### config.mk
export PLATFORM = sky130hd
export DESIGN_NAME = linked_piece_set_table
export DESIGN_NICKNAME = d
export VERILOG_FILES = /design/src/rtl/lpst_pkg.sv /design/src/rtl/lpst_ram.sv /design/src/rtl/lpst_free_map.sv /design/src/rtl/lpst_ctrl.sv /design/src/rtl/linked_piece_set_table.sv
export SDC_FILE = /design/constraint.sdc
export NUM_CORES = 1
export LEC_CHECK = 0
export ABC_AREA = 1
export BUFFER_PORTS_ARGS = -buffer_cell sky130_fd_sc_hd__buf_2
export CORE_AREA = 2 2 335 337
export CTS_BUF_LIST = sky130_fd_sc_hd__clkbuf_16
export CTS_CLUSTER_DIAMETER = 30
export DETAILED_ROUTE_END_ITERATION = 10
export DIE_AREA = 0 0 337 339
export GPL_TIMING_DRIVEN = 0
export MAX_ROUTING_LAYER = met4
export PLACE_DENSITY = 0.55
export SYNTH_ARGS = -nofsm -noshare
export SYNTH_HDL_FRONTEND = slang
export SYNTH_SLANG_ARGS = --single-unit
### constraint.sdc
create_clock -name clk -period 8.35 [get_ports clk]
set_input_delay 0.835 -clock clk [delete_from_list [all_inputs] [get_ports clk]]
set_output_delay 0.835 -clock clk [all_outputs]
set_load 0.02 [all_outputs]
### src/rtl/lpst_pkg.sv
// Shared types and constants for the linked piece set table.
// Holds command, status and sequencer codes and the free-map control structs.
// No dependencies.
package lpst_pkg;

    // Packed entry: row in bits 2..0, column in bits 5..3, identifier in bits 13..6.
    localparam int KEY_W   = 14;
    localparam int SLOT_W  = 5;
    localparam int IN_W    = 16;
    localparam int OUT_W   = 8;

    typedef enum logic [1:0] {
        CMD_FIND   = 2'd0,
        CMD_ADD    = 2'd1,
        CMD_REMOVE = 2'd2,
        CMD_CLEAR  = 2'd3
    } cmd_t;

    typedef enum logic [1:0] {
        ST_DONE      = 2'd0,
        ST_NOT_FOUND = 2'd1,
        ST_DUPLICATE = 2'd2,
        ST_POOL_FULL = 2'd3
    } status_t;

    typedef enum logic [1:0] {
        S_IDLE  = 2'd0,
        S_WALK  = 2'd1,
        S_APPLY = 2'd2
    } state_t;

    typedef struct packed {
        logic start;
        logic mark_used;
        logic mark_free;
        logic clear_all;
    } free_ctl_t;

    typedef struct packed {
        logic done;
        logic found;
    } free_sts_t;

endpackage

### src/rtl/lpst_ram.sv
// Simple dual-port synchronous RAM with one write and one registered read port.
// Used for the entry store and the next-link store. No package dependencies.
module lpst_ram #(
    parameter int DEPTH = 32,
    parameter int WIDTH = 14,
    localparam int AW = (DEPTH > 1) ? $clog2(DEPTH) : 1
) (
    input  logic             clk,
    input  logic             wr_en,
    input  logic [AW-1:0]    wr_addr,
    input  logic [WIDTH-1:0] wr_data,
    input  logic             rd_en,
    input  logic [AW-1:0]    rd_addr,
    output logic [WIDTH-1:0] rd_data
);

    logic [WIDTH-1:0] mem [DEPTH];

    always_ff @(posedge clk)
    begin
        if (wr_en)
        begin
            mem[wr_addr] <= wr_data;
        end
    end

    always_ff @(posedge clk)
    begin
        if (rd_en)
        begin
            rd_data <= mem[rd_addr];
        end
    end

endmodule

### src/rtl/lpst_free_map.sv
// Slot occupancy map and lowest-free-slot scanner for the piece set table.
// One occupancy bit per slot in flip-flops; the scan tests one slot per cycle.
// Depends on lpst_pkg.
module lpst_free_map
    import lpst_pkg::*;
#(
    parameter int POOL_SLOTS = 32,
    localparam int IW = $clog2(POOL_SLOTS)
) (
    input  logic            clk,
    input  logic            rst_n,
    input  free_ctl_t       ctl,
    input  logic [IW-1:0]   mark_idx,
    output free_sts_t       sts,
    output logic [IW-1:0]   free_idx
);

    logic [POOL_SLOTS-1:0] used_reg, used_next;
    logic [IW:0]           idx_reg, idx_next;
    logic                  busy_reg, busy_next;
    logic                  done_reg, done_next;
    logic                  found_reg, found_next;

    always_comb
    begin
        used_next  = used_reg;
        idx_next   = idx_reg;
        busy_next  = busy_reg;
        done_next  = done_reg;
        found_next = found_reg;

        if (ctl.start)
        begin
            idx_next   = '0;
            busy_next  = 1'b1;
            done_next  = 1'b0;
            found_next = 1'b0;
        end
        else if (busy_reg)
        begin
            if (idx_reg == (IW+1)'(POOL_SLOTS))
            begin
                busy_next = 1'b0;
                done_next = 1'b1;
            end
            else if (!used_reg[idx_reg[IW-1:0]])
            begin
                busy_next  = 1'b0;
                done_next  = 1'b1;
                found_next = 1'b1;
            end
            else
            begin
                idx_next = idx_reg + 1'b1;
            end
        end

        // Any change to occupancy makes an earlier scan result stale.
        if (ctl.mark_used)
        begin
            used_next[mark_idx] = 1'b1;
            done_next           = 1'b0;
        end
        if (ctl.mark_free)
        begin
            used_next[mark_idx] = 1'b0;
            done_next           = 1'b0;
        end
        if (ctl.clear_all)
        begin
            used_next = '0;
            done_next = 1'b0;
        end
    end

    always_ff @(posedge clk or negedge rst_n)
    begin
        if (!rst_n)
        begin
            used_reg  <= '0;
            idx_reg   <= '0;
            busy_reg  <= 1'b0;
            done_reg  <= 1'b0;
            found_reg <= 1'b0;
        end
        else
        begin
            used_reg  <= used_next;
            idx_reg   <= idx_next;
            busy_reg  <= busy_next;
            done_reg  <= done_next;
            found_reg <= found_next;
        end
    end

    assign sts.done  = done_reg;
    assign sts.found = found_reg;
    assign free_idx  = idx_reg[IW-1:0];

    // A reported free slot really is free.
    a_found_is_free: assert property (@(posedge clk) disable iff (!rst_n)
        (done_reg && found_reg) |-> !used_reg[idx_reg[IW-1:0]])
        else $error("scanner reported an occupied slot as free");

    // A slot is only ever taken while it is free.
    a_take_free_only: assert property (@(posedge clk) disable iff (!rst_n)
        ctl.mark_used |-> !used_reg[mark_idx])
        else $error("occupied slot taken a second time");

    // Clearing empties the whole map in the cycle after it is asked for.
    a_clear_empties: assert property (@(posedge clk) disable iff (!rst_n)
        ctl.clear_all |=> (used_reg == '0))
        else $error("occupancy map not empty after clear");

endmodule

### src/rtl/lpst_ctrl.sv
// Command sequencer for the piece set table: chain walk, list update, result register.
// Drives both RAMs and the free map. Depends on lpst_pkg.
module lpst_ctrl
    import lpst_pkg::*;
#(
    parameter int POOL_SLOTS = 32,
    localparam int IW = $clog2(POOL_SLOTS)
) (
    input  logic               clk,
    input  logic               rst_n,
    input  logic               s_tvalid,
    output logic               s_tready,
    input  logic [IN_W-1:0]    s_tdata,
    output logic               m_tvalid,
    input  logic               m_tready,
    output logic [OUT_W-1:0]   m_tdata,
    // entry RAM
    output logic               entry_we,
    output logic [IW-1:0]      entry_waddr,
    output logic [KEY_W-1:0]   entry_wdata,
    input  logic [KEY_W-1:0]   entry_q,
    // link RAM
    output logic               link_we,
    output logic [IW-1:0]      link_waddr,
    output logic [IW-1:0]      link_wdata,
    input  logic [IW-1:0]      link_q,
    // shared read port control for both RAMs
    output logic               rd_en,
    output logic [IW-1:0]      rd_addr,
    // free map
    output free_ctl_t          free_ctl,
    output logic [IW-1:0]      mark_idx,
    input  free_sts_t          free_sts,
    input  logic [IW-1:0]      free_idx
);

    state_t             state_reg, state_next;
    cmd_t               cmd_reg, cmd_next;
    logic [KEY_W-1:0]   key_reg, key_next;
    logic [IW-1:0]      cur_reg, cur_next;
    logic [IW-1:0]      prev_reg, prev_next;
    logic               prev_valid_reg, prev_valid_next;
    logic               found_reg, found_next;
    logic [IW-1:0]      hit_reg, hit_next;
    logic               hit_tail_reg, hit_tail_next;
    logic [IW-1:0]      nxt_reg, nxt_next;
    logic [IW-1:0]      head_reg, head_next;
    logic [IW-1:0]      tail_reg, tail_next;
    logic               empty_reg, empty_next;
    status_t            status_reg, status_next;
    logic [SLOT_W-1:0]  slot_reg, slot_next;
    logic               m_valid_reg, m_valid_next;

    logic               accept;
    logic               match;
    logic               walk_end;
    logic               out_free;
    logic               apply_go;
    logic [IW-1:0]      res_idx;
    logic [IW+SLOT_W-1:0] res_wide;

    assign s_tready = (state_reg == S_IDLE);
    assign accept   = s_tvalid && s_tready;
    assign match    = (entry_q == key_reg);
    assign walk_end = match || (cur_reg == tail_reg);
    assign out_free = !m_valid_reg || m_tready;
    assign apply_go = out_free &&
                      !((cmd_reg == CMD_ADD) && !found_reg && !free_sts.done);

    // Next state
    always_comb
    begin
        state_next = state_reg;
        case (state_reg)
            S_IDLE:
            begin
                if (accept)
                begin
                    if ((cmd_t'(s_tdata[1:0]) == CMD_CLEAR) || empty_reg)
                    begin
                        state_next = S_APPLY;
                    end
                    else
                    begin
                        state_next = S_WALK;
                    end
                end
            end
            S_WALK:
            begin
                if (walk_end)
                begin
                    state_next = S_APPLY;
                end
            end
            S_APPLY:
            begin
                if (apply_go)
                begin
                    state_next = S_IDLE;
                end
            end
            default:
            begin
                state_next = S_IDLE;
            end
        endcase
    end

    // Datapath and memory controls
    always_comb
    begin
        cmd_next        = cmd_reg;
        key_next        = key_reg;
        cur_next        = cur_reg;
        prev_next       = prev_reg;
        prev_valid_next = prev_valid_reg;
        found_next      = found_reg;
        hit_next        = hit_reg;
        hit_tail_next   = hit_tail_reg;
        nxt_next        = nxt_reg;
        head_next       = head_reg;
        tail_next       = tail_reg;
        empty_next      = empty_reg;
        status_next     = status_reg;
        slot_next       = slot_reg;
        m_valid_next    = m_valid_reg && !m_tready;

        entry_we    = 1'b0;
        entry_waddr = free_idx;
        entry_wdata = key_reg;
        link_we     = 1'b0;
        link_waddr  = tail_reg;
        link_wdata  = free_idx;
        rd_en       = 1'b0;
        rd_addr     = head_reg;
        free_ctl    = '0;
        mark_idx    = free_idx;
        res_idx     = '0;
        res_wide    = '0;

        case (state_reg)
            S_IDLE:
            begin
                if (accept)
                begin
                    cmd_next        = cmd_t'(s_tdata[1:0]);
                    key_next        = s_tdata[IN_W-1:2];
                    cur_next        = head_reg;
                    prev_valid_next = 1'b0;
                    found_next      = 1'b0;
                    rd_en           = !empty_reg;
                    rd_addr         = head_reg;
                    free_ctl.start  = 1'b1;
                end
            end
            S_WALK:
            begin
                if (match)
                begin
                    found_next    = 1'b1;
                    hit_next      = cur_reg;
                    hit_tail_next = (cur_reg == tail_reg);
                    nxt_next      = link_q;
                end
                else if (cur_reg != tail_reg)
                begin
                    rd_en           = 1'b1;
                    rd_addr         = link_q;
                    prev_next       = cur_reg;
                    prev_valid_next = 1'b1;
                    cur_next        = link_q;
                end
            end
            S_APPLY:
            begin
                if (apply_go)
                begin
                    status_next = ST_DONE;
                    case (cmd_reg)
                        CMD_FIND:
                        begin
                            if (found_reg)
                            begin
                                res_idx = hit_reg;
                            end
                            else
                            begin
                                status_next = ST_NOT_FOUND;
                            end
                        end
                        CMD_ADD:
                        begin
                            if (found_reg)
                            begin
                                status_next = ST_DUPLICATE;
                            end
                            else if (!free_sts.found)
                            begin
                                status_next = ST_POOL_FULL;
                            end
                            else
                            begin
                                link_we            = !empty_reg;
                                link_waddr         = tail_reg;
                                link_wdata         = free_idx;
                                entry_we           = 1'b1;
                                head_next          = empty_reg ? free_idx : head_reg;
                                tail_next          = free_idx;
                                empty_next         = 1'b0;
                                free_ctl.mark_used = 1'b1;
                                mark_idx           = free_idx;
                                res_idx            = free_idx;
                            end
                        end
                        CMD_REMOVE:
                        begin
                            if (!found_reg)
                            begin
                                status_next = ST_NOT_FOUND;
                            end
                            else
                            begin
                                if (prev_valid_reg)
                                begin
                                    if (hit_tail_reg)
                                    begin
                                        tail_next = prev_reg;
                                    end
                                    else
                                    begin
                                        link_we    = 1'b1;
                                        link_waddr = prev_reg;
                                        link_wdata = nxt_reg;
                                    end
                                end
                                else if (hit_tail_reg)
                                begin
                                    empty_next = 1'b1;
                                end
                                else
                                begin
                                    head_next = nxt_reg;
                                end
                                free_ctl.mark_free = 1'b1;
                                mark_idx           = hit_reg;
                                res_idx            = hit_reg;
                            end
                        end
                        CMD_CLEAR:
                        begin
                            free_ctl.clear_all = 1'b1;
                            empty_next         = 1'b1;
                        end
                        default:
                        begin
                            status_next = ST_DONE;
                        end
                    endcase
                    res_wide     = (IW+SLOT_W)'(res_idx);
                    slot_next    = res_wide[SLOT_W-1:0];
                    m_valid_next = 1'b1;
                end
            end
            default:
            begin
                m_valid_next = m_valid_reg && !m_tready;
            end
        endcase
    end

    always_ff @(posedge clk or negedge rst_n)
    begin
        if (!rst_n)
        begin
            state_reg      <= S_IDLE;
            empty_reg      <= 1'b1;
            m_valid_reg    <= 1'b0;
            found_reg      <= 1'b0;
            prev_valid_reg <= 1'b0;
        end
        else
        begin
            state_reg      <= state_next;
            empty_reg      <= empty_next;
            m_valid_reg    <= m_valid_next;
            found_reg      <= found_next;
            prev_valid_reg <= prev_valid_next;
        end
    end

    always_ff @(posedge clk)
    begin
        cmd_reg      <= cmd_next;
        key_reg      <= key_next;
        cur_reg      <= cur_next;
        prev_reg     <= prev_next;
        hit_reg      <= hit_next;
        hit_tail_reg <= hit_tail_next;
        nxt_reg      <= nxt_next;
        head_reg     <= head_next;
        tail_reg     <= tail_next;
        status_reg   <= status_next;
        slot_reg     <= slot_next;
    end

    assign m_tvalid = m_valid_reg;
    assign m_tdata  = {1'b0, slot_reg, status_reg};

    // The chain is only walked when the list holds something.
    a_walk_nonempty: assert property (@(posedge clk) disable iff (!rst_n)
        (state_reg == S_WALK) |-> !empty_reg)
        else $error("chain walk started on an empty list");

    // A walk step never links a slot to itself.
    a_no_self_link: assert property (@(posedge clk) disable iff (!rst_n)
        (state_reg == S_WALK && prev_valid_reg) |-> (prev_reg != cur_reg))
        else $error("chain walk revisited the same slot");

    // A successful add always leaves a non-empty list behind.
    a_add_fills: assert property (@(posedge clk) disable iff (!rst_n)
        (state_reg == S_APPLY && apply_go && cmd_reg == CMD_ADD && !found_reg
         && free_sts.found) |=> !empty_reg)
        else $error("list still empty after a successful add");

endmodule

### src/rtl/linked_piece_set_table.sv
// Linked piece set table: a pool of POOL_SLOTS slots holding (row, column,
// identifier) entries chained in insertion order. Each command transfer on the
// slave side gives exactly one result transfer on the master side. A find or a
// remove walks the chain from the head and reads the entry and link RAMs once
// per visited slot; the read latency is hidden by steering the next read
// address straight from the returned link. An add walks the chain for
// duplicates while the free map tests one slot per cycle for the lowest free
// one, in parallel; a new entry waits for the longer of the two searches. A
// clear needs no pass over the slots, as occupancy lives in flip-flops and is
// wiped at once, so no clearing pass is needed after reset either. A new
// command is taken while the previous result still waits in the output
// register; only its completion waits for that register to free up. The
// status code reports done, not found, duplicate ignored or pool full, and the
// slot index is zero whenever the status is not done. With more than 32 slots
// only the low five bits of the slot number are reported.
// Depends on lpst_pkg, lpst_ram, lpst_free_map and lpst_ctrl.
module linked_piece_set_table
    import lpst_pkg::*;
#(
    parameter int POOL_SLOTS = 32
) (
    input  logic             clk,
    input  logic             rst_n,
    input  logic             s_tvalid,
    output logic             s_tready,
    input  logic [IN_W-1:0]  s_tdata,   // cmd[1:0], piece_row[4:2], piece_col[7:5], piece_id[15:8]
    output logic             m_tvalid,
    input  logic             m_tready,
    output logic [OUT_W-1:0] m_tdata    // status[1:0], slot_index[6:2], zero[7]
);

    localparam int IW = $clog2(POOL_SLOTS);

    logic               entry_we;
    logic [IW-1:0]      entry_waddr;
    logic [KEY_W-1:0]   entry_wdata;
    logic [KEY_W-1:0]   entry_q;
    logic               link_we;
    logic [IW-1:0]      link_waddr;
    logic [IW-1:0]      link_wdata;
    logic [IW-1:0]      link_q;
    logic               rd_en;
    logic [IW-1:0]      rd_addr;
    free_ctl_t          free_ctl;
    free_sts_t          free_sts;
    logic [IW-1:0]      mark_idx;
    logic [IW-1:0]      free_idx;

    // Sequencer: accepts commands, walks the chain and commits the list update.
    lpst_ctrl #(
        .POOL_SLOTS (POOL_SLOTS)
    ) u_ctrl (
        .clk         (clk),
        .rst_n       (rst_n),
        .s_tvalid    (s_tvalid),
        .s_tready    (s_tready),
        .s_tdata     (s_tdata),
        .m_tvalid    (m_tvalid),
        .m_tready    (m_tready),
        .m_tdata     (m_tdata),
        .entry_we    (entry_we),
        .entry_waddr (entry_waddr),
        .entry_wdata (entry_wdata),
        .entry_q     (entry_q),
        .link_we     (link_we),
        .link_waddr  (link_waddr),
        .link_wdata  (link_wdata),
        .link_q      (link_q),
        .rd_en       (rd_en),
        .rd_addr     (rd_addr),
        .free_ctl    (free_ctl),
        .mark_idx    (mark_idx),
        .free_sts    (free_sts),
        .free_idx    (free_idx)
    );

    // Entry store: packed key of each slot, only read for chained slots.
    lpst_ram #(
        .DEPTH (POOL_SLOTS),
        .WIDTH (KEY_W)
    ) u_entry_ram (
        .clk     (clk),
        .wr_en   (entry_we),
        .wr_addr (entry_waddr),
        .wr_data (entry_wdata),
        .rd_en   (rd_en),
        .rd_addr (rd_addr),
        .rd_data (entry_q)
    );

    // Link store: next slot of each chained slot other than the tail.
    lpst_ram #(
        .DEPTH (POOL_SLOTS),
        .WIDTH (IW)
    ) u_link_ram (
        .clk     (clk),
        .wr_en   (link_we),
        .wr_addr (link_waddr),
        .wr_data (link_wdata),
        .rd_en   (rd_en),
        .rd_addr (rd_addr),
        .rd_data (link_q)
    );

    // Occupancy bits stand for the free marks; the scanner finds the lowest free slot.
    lpst_free_map #(
        .POOL_SLOTS (POOL_SLOTS)
    ) u_free_map (
        .clk      (clk),
        .rst_n    (rst_n),
        .ctl      (free_ctl),
        .mark_idx (mark_idx),
        .sts      (free_sts),
        .free_idx (free_idx)
    );

endmodule

======== Word level (Yosys, flattened, before mapping) ========
Memories as Yosys holds them, arrays and structs flattened. A register that Yosys moved wholly into a read port is not among the register bits.
Cells that the tools add are included.
word-level totals
  word-level logic and storage cells ...... 211
  RAM bits ................................ 608
  bits in latches ......................... 0
  bits in read-only memories .............. 0
  bits in registers ....................... 101
  memories kept ........................... 2
operators by class
  order comparisons ....................... 3
  div/mod/pow operators ................... 0
  bitwise gates (word level) .............. 4
  multiplexer cells ....................... 116
  shift-type cells ........................ 0
  equal/unequal tests ..................... 27
  multiply operators ...................... 0
  $add $sub $neg .......................... 1
  reductions and logical operators ........ 37
memory list
  memory           depth  bits a word  rd ports  clocked after memory_dff  write ports  line            source
  u_entry_ram.mem  32     14           1         1                         1            lpst_ram.sv:17  logic [WIDTH-1:0] mem [DEPTH];
  u_link_ram.mem   32     5            1         1                         1            lpst_ram.sv:17
operators by type and width
  cell                                                   count
  two-way mux 5 bit                                      36
  two-way mux 32 bit                                     3
  two-way mux 1 bit                                      52
  case mux 5 bit (2 select lines)                        4
  AND 32 bit                                             1
  inverter 32 bit                                        1
  bitwise OR 32 bit                                      1
  two-way mux 6 bit                                      4
  inequality test 2 x 1 -> 1 bit, second input constant  9
  AND reduction 8 bit                                    2
  AND reduction 3 bit                                    5
  == test 14 bit                                         1
  inequality test 2 bit, second input constant           7
  < comparator 5 x 6 -> 1 bit, second input constant     2
  two-way mux 2 bit                                      6
  AND reduction 9 bit                                    1
  == test 2 bit, second input constant                   4
  case mux 1 bit (2 select lines)                        4
  AND reduction 2 bit                                    4
  nonzero test 2 bit                                     4
  adder 6 x 1 -> 6 bit, second input constant            1
  == test 6 bit, second input constant                   1
  logical AND 1 bit                                      6
  zero test 1 bit                                        6
  other kinds (18)                                       23

======== Longest topological paths before layout ========
  depth after elaboration ................. 16
  mapped depth ............................ 20
  mapped depth without buffers ............ 17

======== Modules after synthesis ========
Synthesis repeated with hierarchy kept, for this count alone.
second synthesis, totals
  cells, all modules ...................... 2,869
  area total of the unflattened synthesis .. 31,183.7 um^2
by module, submodules not included
  module                   sequential area each (um^2)  instances  area each (um^2)  cells each
  lpst_ram at u_entry_ram  13,873.3                     1          18,738.0          1,575
  lpst_ram at u_link_ram   4,954.8                      1          6,846.6           595
  lpst_ctrl                1,773.0                      1          3,201.8           372
  lpst_free_map            1,026.0                      1          2,397.3           327

======== Worst setup path before layout ========
No wires, ideal clock.
  kind .................................... register -> register
  start ................................... reg u_ctrl.state_reg[1]
  end ..................................... reg u_entry_ram.rd_data[0] (read register of u_entry_ram.mem), enable pin
  period minus slack after synthesis ...... 3.914 ns
  path buffers ............................ 0
  arrival ................................. 3.492 ns
  setup slack ............................. 4.436 ns
  cell stages (with the launch flop) ...... 6
  cells stage by stage .................... dfrtp_1 nor2_1 inv_1 nor2_1 inv_1 o21ai_0
on the way
  cells in the longest elaborated chain, start to end .. 4
  elaborated cells on any way between the ends .. 6
  classes of those cells .................. eq/ne: 1; mux: 3; reduce/logical: 2
ends and longest elaborated chain
  element                              line                          source
  start: declaration                   lpst_ctrl.sv:37               state_t state_reg, state_next;
  start signal: assignment             lpst_ctrl.sv:284              state_reg <= state_next;
  zero test 2 bit (*)                  lpst_ctrl.sv:62               assign s_tready = (state_reg == S_IDLE);
  via s_tready                         linked_piece_set_table.sv:25  output logic s_tready,
  logical AND 1 bit                    lpst_ctrl.sv:63               assign accept = s_tvalid && s_tready;
  two-way mux 1 bit                    lpst_ctrl.sv:145              if (accept)
  case mux 1 bit (2 select lines) (*)  lpst_ctrl.sv:142              case (state_reg)
  via rd_en                            linked_piece_set_table.sv:42  logic rd_en;
  end: declaration                     lpst_ram.sv:14                output logic [WIDTH-1:0] rd_data
Mark *: on every way through the listed nets, which the timed path passes. The rest lies on a longest branch.
A chain may end at the register's enable or synchronous reset.

======== Final worst setup path ========
  start ................................... reg u_ctrl.key_reg[8] (netlist: u_ctrl.entry_wdata[8])
  end ..................................... reg u_entry_ram.rd_data[5] (read register of u_entry_ram.mem) (data pin)
on the way
  cells in the longest elaborated chain, start to end .. 3
  elaborated cells on any way between the ends .. 5
  classes of those cells .................. eq/ne: 1; mux: 4
ends and longest elaborated chain
  element                                                                      line              source
  start: declaration                                                           lpst_ctrl.sv:39   logic [KEY_W-1:0] key_reg, key_next;
  start signal: assignment                                                     lpst_ctrl.sv:295  key_reg <= key_next;
  == test 14 bit (*)                                                           lpst_ctrl.sv:64   assign match = (entry_q == key_reg);
  two-way mux 1 bit / two-way mux 5 bit (equally long branches)                lpst_ctrl.sv:159  if (match)
  case mux 1 bit (2 select lines) / two-way mux 5 bit (equally long branches)  n/a
Every way passes the cells marked *; elsewhere a longest branch is shown, timed or not.

==> results list <==
* Synthesis warning total: 0
* Required time of the critical path: 8.83 ns
- Data arrives at the worst endpoint at 5.51 ns.
* Total standard cell area after synthesis: between 0.03 and 0.04 mm²
* Placed cell area: ~0.036 mm²
- Type of element capturing the critical path: register
* Die area: ~0.11 mm²
* Number of buffers created by CTS: 150
* Fraction of layout instances using a drive strength above 1: 0.121
* Average footprint of a synthesized cell: 9.77 µm²
* Fraction of post-synthesis cell area in the top cell type by area: 0.619
* Critical-path top delay cell: sky130_fd_sc_hd__edfxtp_1
* CTS sink cnt: approximately 730
- In the routed layout, each cell is associated on average with a via count of approximately 4.7.
- Via count: 24300
- Overall Power: 14.4 mW
- FILL cells: around 11000
- Stages on worst setup path: 17
* Area growth from synthesis to layout: 24.3%
* DRC violation count after routing: 0
* LEAKAGE: between 15 and 20 nW
* Global placer's final weighted congestion: ~0.88
- On the final layout, the worst hold slack is 0.277 ns.
* GRT Residual Overflow: 0
- Detailed Route WL: just over 100 mm
- TritonCTS clock tree: done
- At the pin with the least slew margin, the transition time is around 1.4 ns.
- Cell family contributing the most delay on the critical path: buffers and inverters
- Synth unique cells: 37
- In the final routed layout, each cell accounts on average for between 15 and 20 µm.
* Post-route antenna net violation count: 0
* I/O Buffers: 28
* Final critical path time including I/O delays and setup: between 5 and 6 ns
- DIE WIDTH: around 340 µm
* Antenna diode count: 0
- Maximum vdd ir drop: between 0.2 and 0.25 mV
- The final-report hold violation count was 0.
* Worst Hold Path Cells: 1
- Type of the worst setup path: reg -> reg
- Via count of the first global-routing pass: 23000
- STA classifies the critical path startpoint as a register.
- Cell Chain, Critical Path: inv_1 -> nand2_1 -> nand2_1 -> nor2_1 -> nand2_1 -> nor2_1 -> nand2_1 -> nand2_2 -> o21ai_1 -> inv_2 -> buf_2 -> buf_1 -> nand3_1 -> nand3_1 -> nand2_1 -> nand2_1 -> nand2_1
* Overall track demand over capacity in global routing: 0.183
* Setup violations, final: 0
- Setup repair after global routing missed its margin: no
- Buffer count from post-CTS setup fixing: 0
- Die Ht: about 340 µm
- Root cell of the clock tree: sky130_fd_sc_hd__clkbuf_16
- Of the available clock period, the critical path in the final layout requires 0.603.
- The floorplan has ~120 rows.
- The HPWL after detailed placement is 70.1 mm.
- Hold Crit Class: in -> reg
- Clock-pin slew was measured on the worst setup and hold paths at 0.05 ns.
- By area the synthesized netlist is led by sky130_fd_sc_hd__edfxtp_1 (62%), sky130_fd_sc_hd__nand3_1 (10%), sky130_fd_sc_hd__nand2_1 (8.5%).
* Pin count of the biggest net entering global routing: 48
- Worst slew margin relative to its limit: 0.0497
- Counting cells, the worst reg-to-reg path comes to 17.
* Number of hold buffers added after CTS: 0
* Number of flip-flops in the largest register: approximately 450
* Standard cell core area: 0.110 mm²
* Post-route core utilization: 0.372
- Boundary Pins: 30
- The total count of max-transition violations in the final report came to 0.
- The number of antenna violations at the first check in global routing is 0.
* Fin Setup TNS: 0 ns
- Final #Nets: between 3000 and 4000
* Maximum level of the CTS H-tree: 4
- Along the worst path, the maximum fanout reaches 34.
* Run status: complete, no violations
- For this run, the top clock speed supported by timing is slightly below 200 MHz.
- Most used cell, CP: sky130_fd_sc_hd__nand2_1
- Clock latency on the worst-skew pair: between 0.7 and 0.8 ns
- Number of instances in the synthesized netlist: approximately 3400
- After the first detailed-routing iteration, the DRC count stood at between 2000 and 3000.
- Wire length of the first global-routing pass: about 150 mm
- The tool flagged a number of max-cap violations equal to 0.
- Power density relative to cell area: roughly 350 mW/mm²
- Leaving out fill and tap cells, the most frequent cell in the layout is sky130_fd_sc_hd__nand2_1.
- The largest total area in the synthesized netlist belongs to sky130_fd_sc_hd__edfxtp_1.
- Setup Skew: ~0.027 ns
* Number of buffers between clock root and the deepest sink: 3
- The share of the Yosys chip area taken by registers is 0.655.
* Router iterations before antenna repair: 6
* Cts repair resizes: 0
- Starting Density: 0.299
- The top cell types in the final layout, fill and taps aside, are sky130_fd_sc_hd__nand2_1 (745), sky130_fd_sc_hd__inv_1 (730), sky130_fd_sc_hd__nand3_1 (690).
- After routing the design area is about 0.041 mm².
- Flip-flop and latch count after synthesis: 728
- Number of nets in the synthesized netlist: 3407
* Count of buffer and inverter cells on the critical path: 4
* Slowest cell delay on critical path: between 1 and 1.5 ns
[Yosys cell counts]
cell / count
sky130_fd_sc_hd__nand2_1: 745
sky130_fd_sc_hd__inv_1: 705
sky130_fd_sc_hd__nand3_1: 690
sky130_fd_sc_hd__edfxtp_1: 681
sky130_fd_sc_hd__nor2_1: 151
sky130_fd_sc_hd__buf_2: 70
sky130_fd_sc_hd__clkbuf_1: 67
sky130_fd_sc_hd__o21ai_0: 61
sky130_fd_sc_hd__dfrtp_1: 46
sky130_fd_sc_hd__a21oi_1: 30
sky130_fd_sc_hd__buf_4: 15
sky130_fd_sc_hd__buf_1: 14
sky130_fd_sc_hd__o22ai_1: 14
sky130_fd_sc_hd__a211oi_1: 12
sky130_fd_sc_hd__nor3_1: 12
sky130_fd_sc_hd__o21ai_1: 9
sky130_fd_sc_hd__ha_1: 8
sky130_fd_sc_hd__inv_2: 8
sky130_fd_sc_hd__nand4_1: 5
sky130_fd_sc_hd__xnor2_1: 5
sky130_fd_sc_hd__nand2_2: 4
sky130_fd_sc_hd__nor2_2: 4
sky130_fd_sc_hd__or2_2: 4
sky130_fd_sc_hd__o21a_1: 3
sky130_fd_sc_hd__nor2_4: 2
sky130_fd_sc_hd__nor3_2: 2
sky130_fd_sc_hd__o21ai_2: 2
sky130_fd_sc_hd__a21oi_2: 1
sky130_fd_sc_hd__a31oi_1: 1
sky130_fd_sc_hd__buf_6: 1
sky130_fd_sc_hd__clkinv_1: 1
sky130_fd_sc_hd__conb_1: 1
sky130_fd_sc_hd__dfstp_2: 1
sky130_fd_sc_hd__nand3b_1: 1
sky130_fd_sc_hd__nor4_1: 1
sky130_fd_sc_hd__o211ai_1: 1
sky130_fd_sc_hd__xor2_1: 1
[per-layer routing]
layer	GRT usage	vias up	routed length, µm
li1	-	11500	-
met1	0.229	11600	42500
met2	0.293	966	49400
met3	0.0369	207	7260
met4	0.0631	0	3140
met5	-	-	0
[cell families after synthesis]
logic type | share of synthesized area
fa+ha+maj | 0.00303
other cells | 0.000114
buf+inv | 0.105
simple gates | 0.213
compound gates | 0.0224
flops | 0.655
xor+xnor | 0.00159
[power breakdown]
part / internal, mW / switching, mW / leakage, nW
logic: 1.02 / 2.84 / 8.34
registers: 4.35 / 0.168 / 6.74
clock network: 4.00 / 2.00 / 2.59
[final timing paths]
path,from,endpoint,slack (ns)
setup reg to reg,u_ctrl.entry_wdata[8]$_DFFE_PP_,u_entry_ram.rd_data[5]$_DFFE_PP_,3.31
hold / removal,s_tdata[13],u_ctrl.entry_wdata[11]$_DFFE_PP_,0.28
hold reg to reg,u_ctrl.prev_valid_reg$_DFFE_PN0P_,u_ctrl.prev_valid_reg$_DFFE_PN0P_,0.47
max in group asynchronous,rst_n,u_free_map.found_reg$_DFFE_PN0P_,7.35
min in group asynchronous,rst_n,u_ctrl.m_tvalid$_DFF_PN0_,0.32
setup / recovery,u_ctrl.entry_wdata[8]$_DFFE_PP_,u_entry_ram.rd_data[5]$_DFFE_PP_,3.31
[worst register-to-register path, stage by stage (launching register included)]
cell,delay (ns)
sky130_fd_sc_hd__edfxtp_1,1.29
sky130_fd_sc_hd__inv_1,0.13
sky130_fd_sc_hd__nand2_1,0.10
sky130_fd_sc_hd__nand2_1,0.05
sky130_fd_sc_hd__nor2_1,0.10
sky130_fd_sc_hd__nand2_1,0.06
sky130_fd_sc_hd__nor2_1,0.12
sky130_fd_sc_hd__nand2_1,0.28
sky130_fd_sc_hd__nand2_2,0.22
sky130_fd_sc_hd__o21ai_1,0.28
sky130_fd_sc_hd__inv_2,0.18
sky130_fd_sc_hd__buf_2,0.36
sky130_fd_sc_hd__buf_1,0.97
sky130_fd_sc_hd__nand3_1,0.16
sky130_fd_sc_hd__nand3_1,0.25
sky130_fd_sc_hd__nand2_1,0.11
sky130_fd_sc_hd__nand2_1,0.08
sky130_fd_sc_hd__nand2_1,0.05
[cell type report]
class                      count  area [µm²]  share of cell area
tap                         1488        1860              0.0454
clock buffer                 152        3800              0.0927
buffer                       167         778              0.0190
clock inverter               127        1360              0.0331
sequential                   728       21600               0.527
multi-input combinational   1770        8070               0.197
inverter                     714        2680              0.0653
timing repair buffer          65         852              0.0208
[stage by stage]
step | worst slack [ns] | instances
final | 3.31 | 5211
after global routing | 3.07 | 5211
after CTS | 3.39 | 5205
after detailed placement | 3.43 | 4926
after global placement | 1.51 | 4895
after floorplan | 4.44 | 3379
Power figures use the tool's default switching activity.
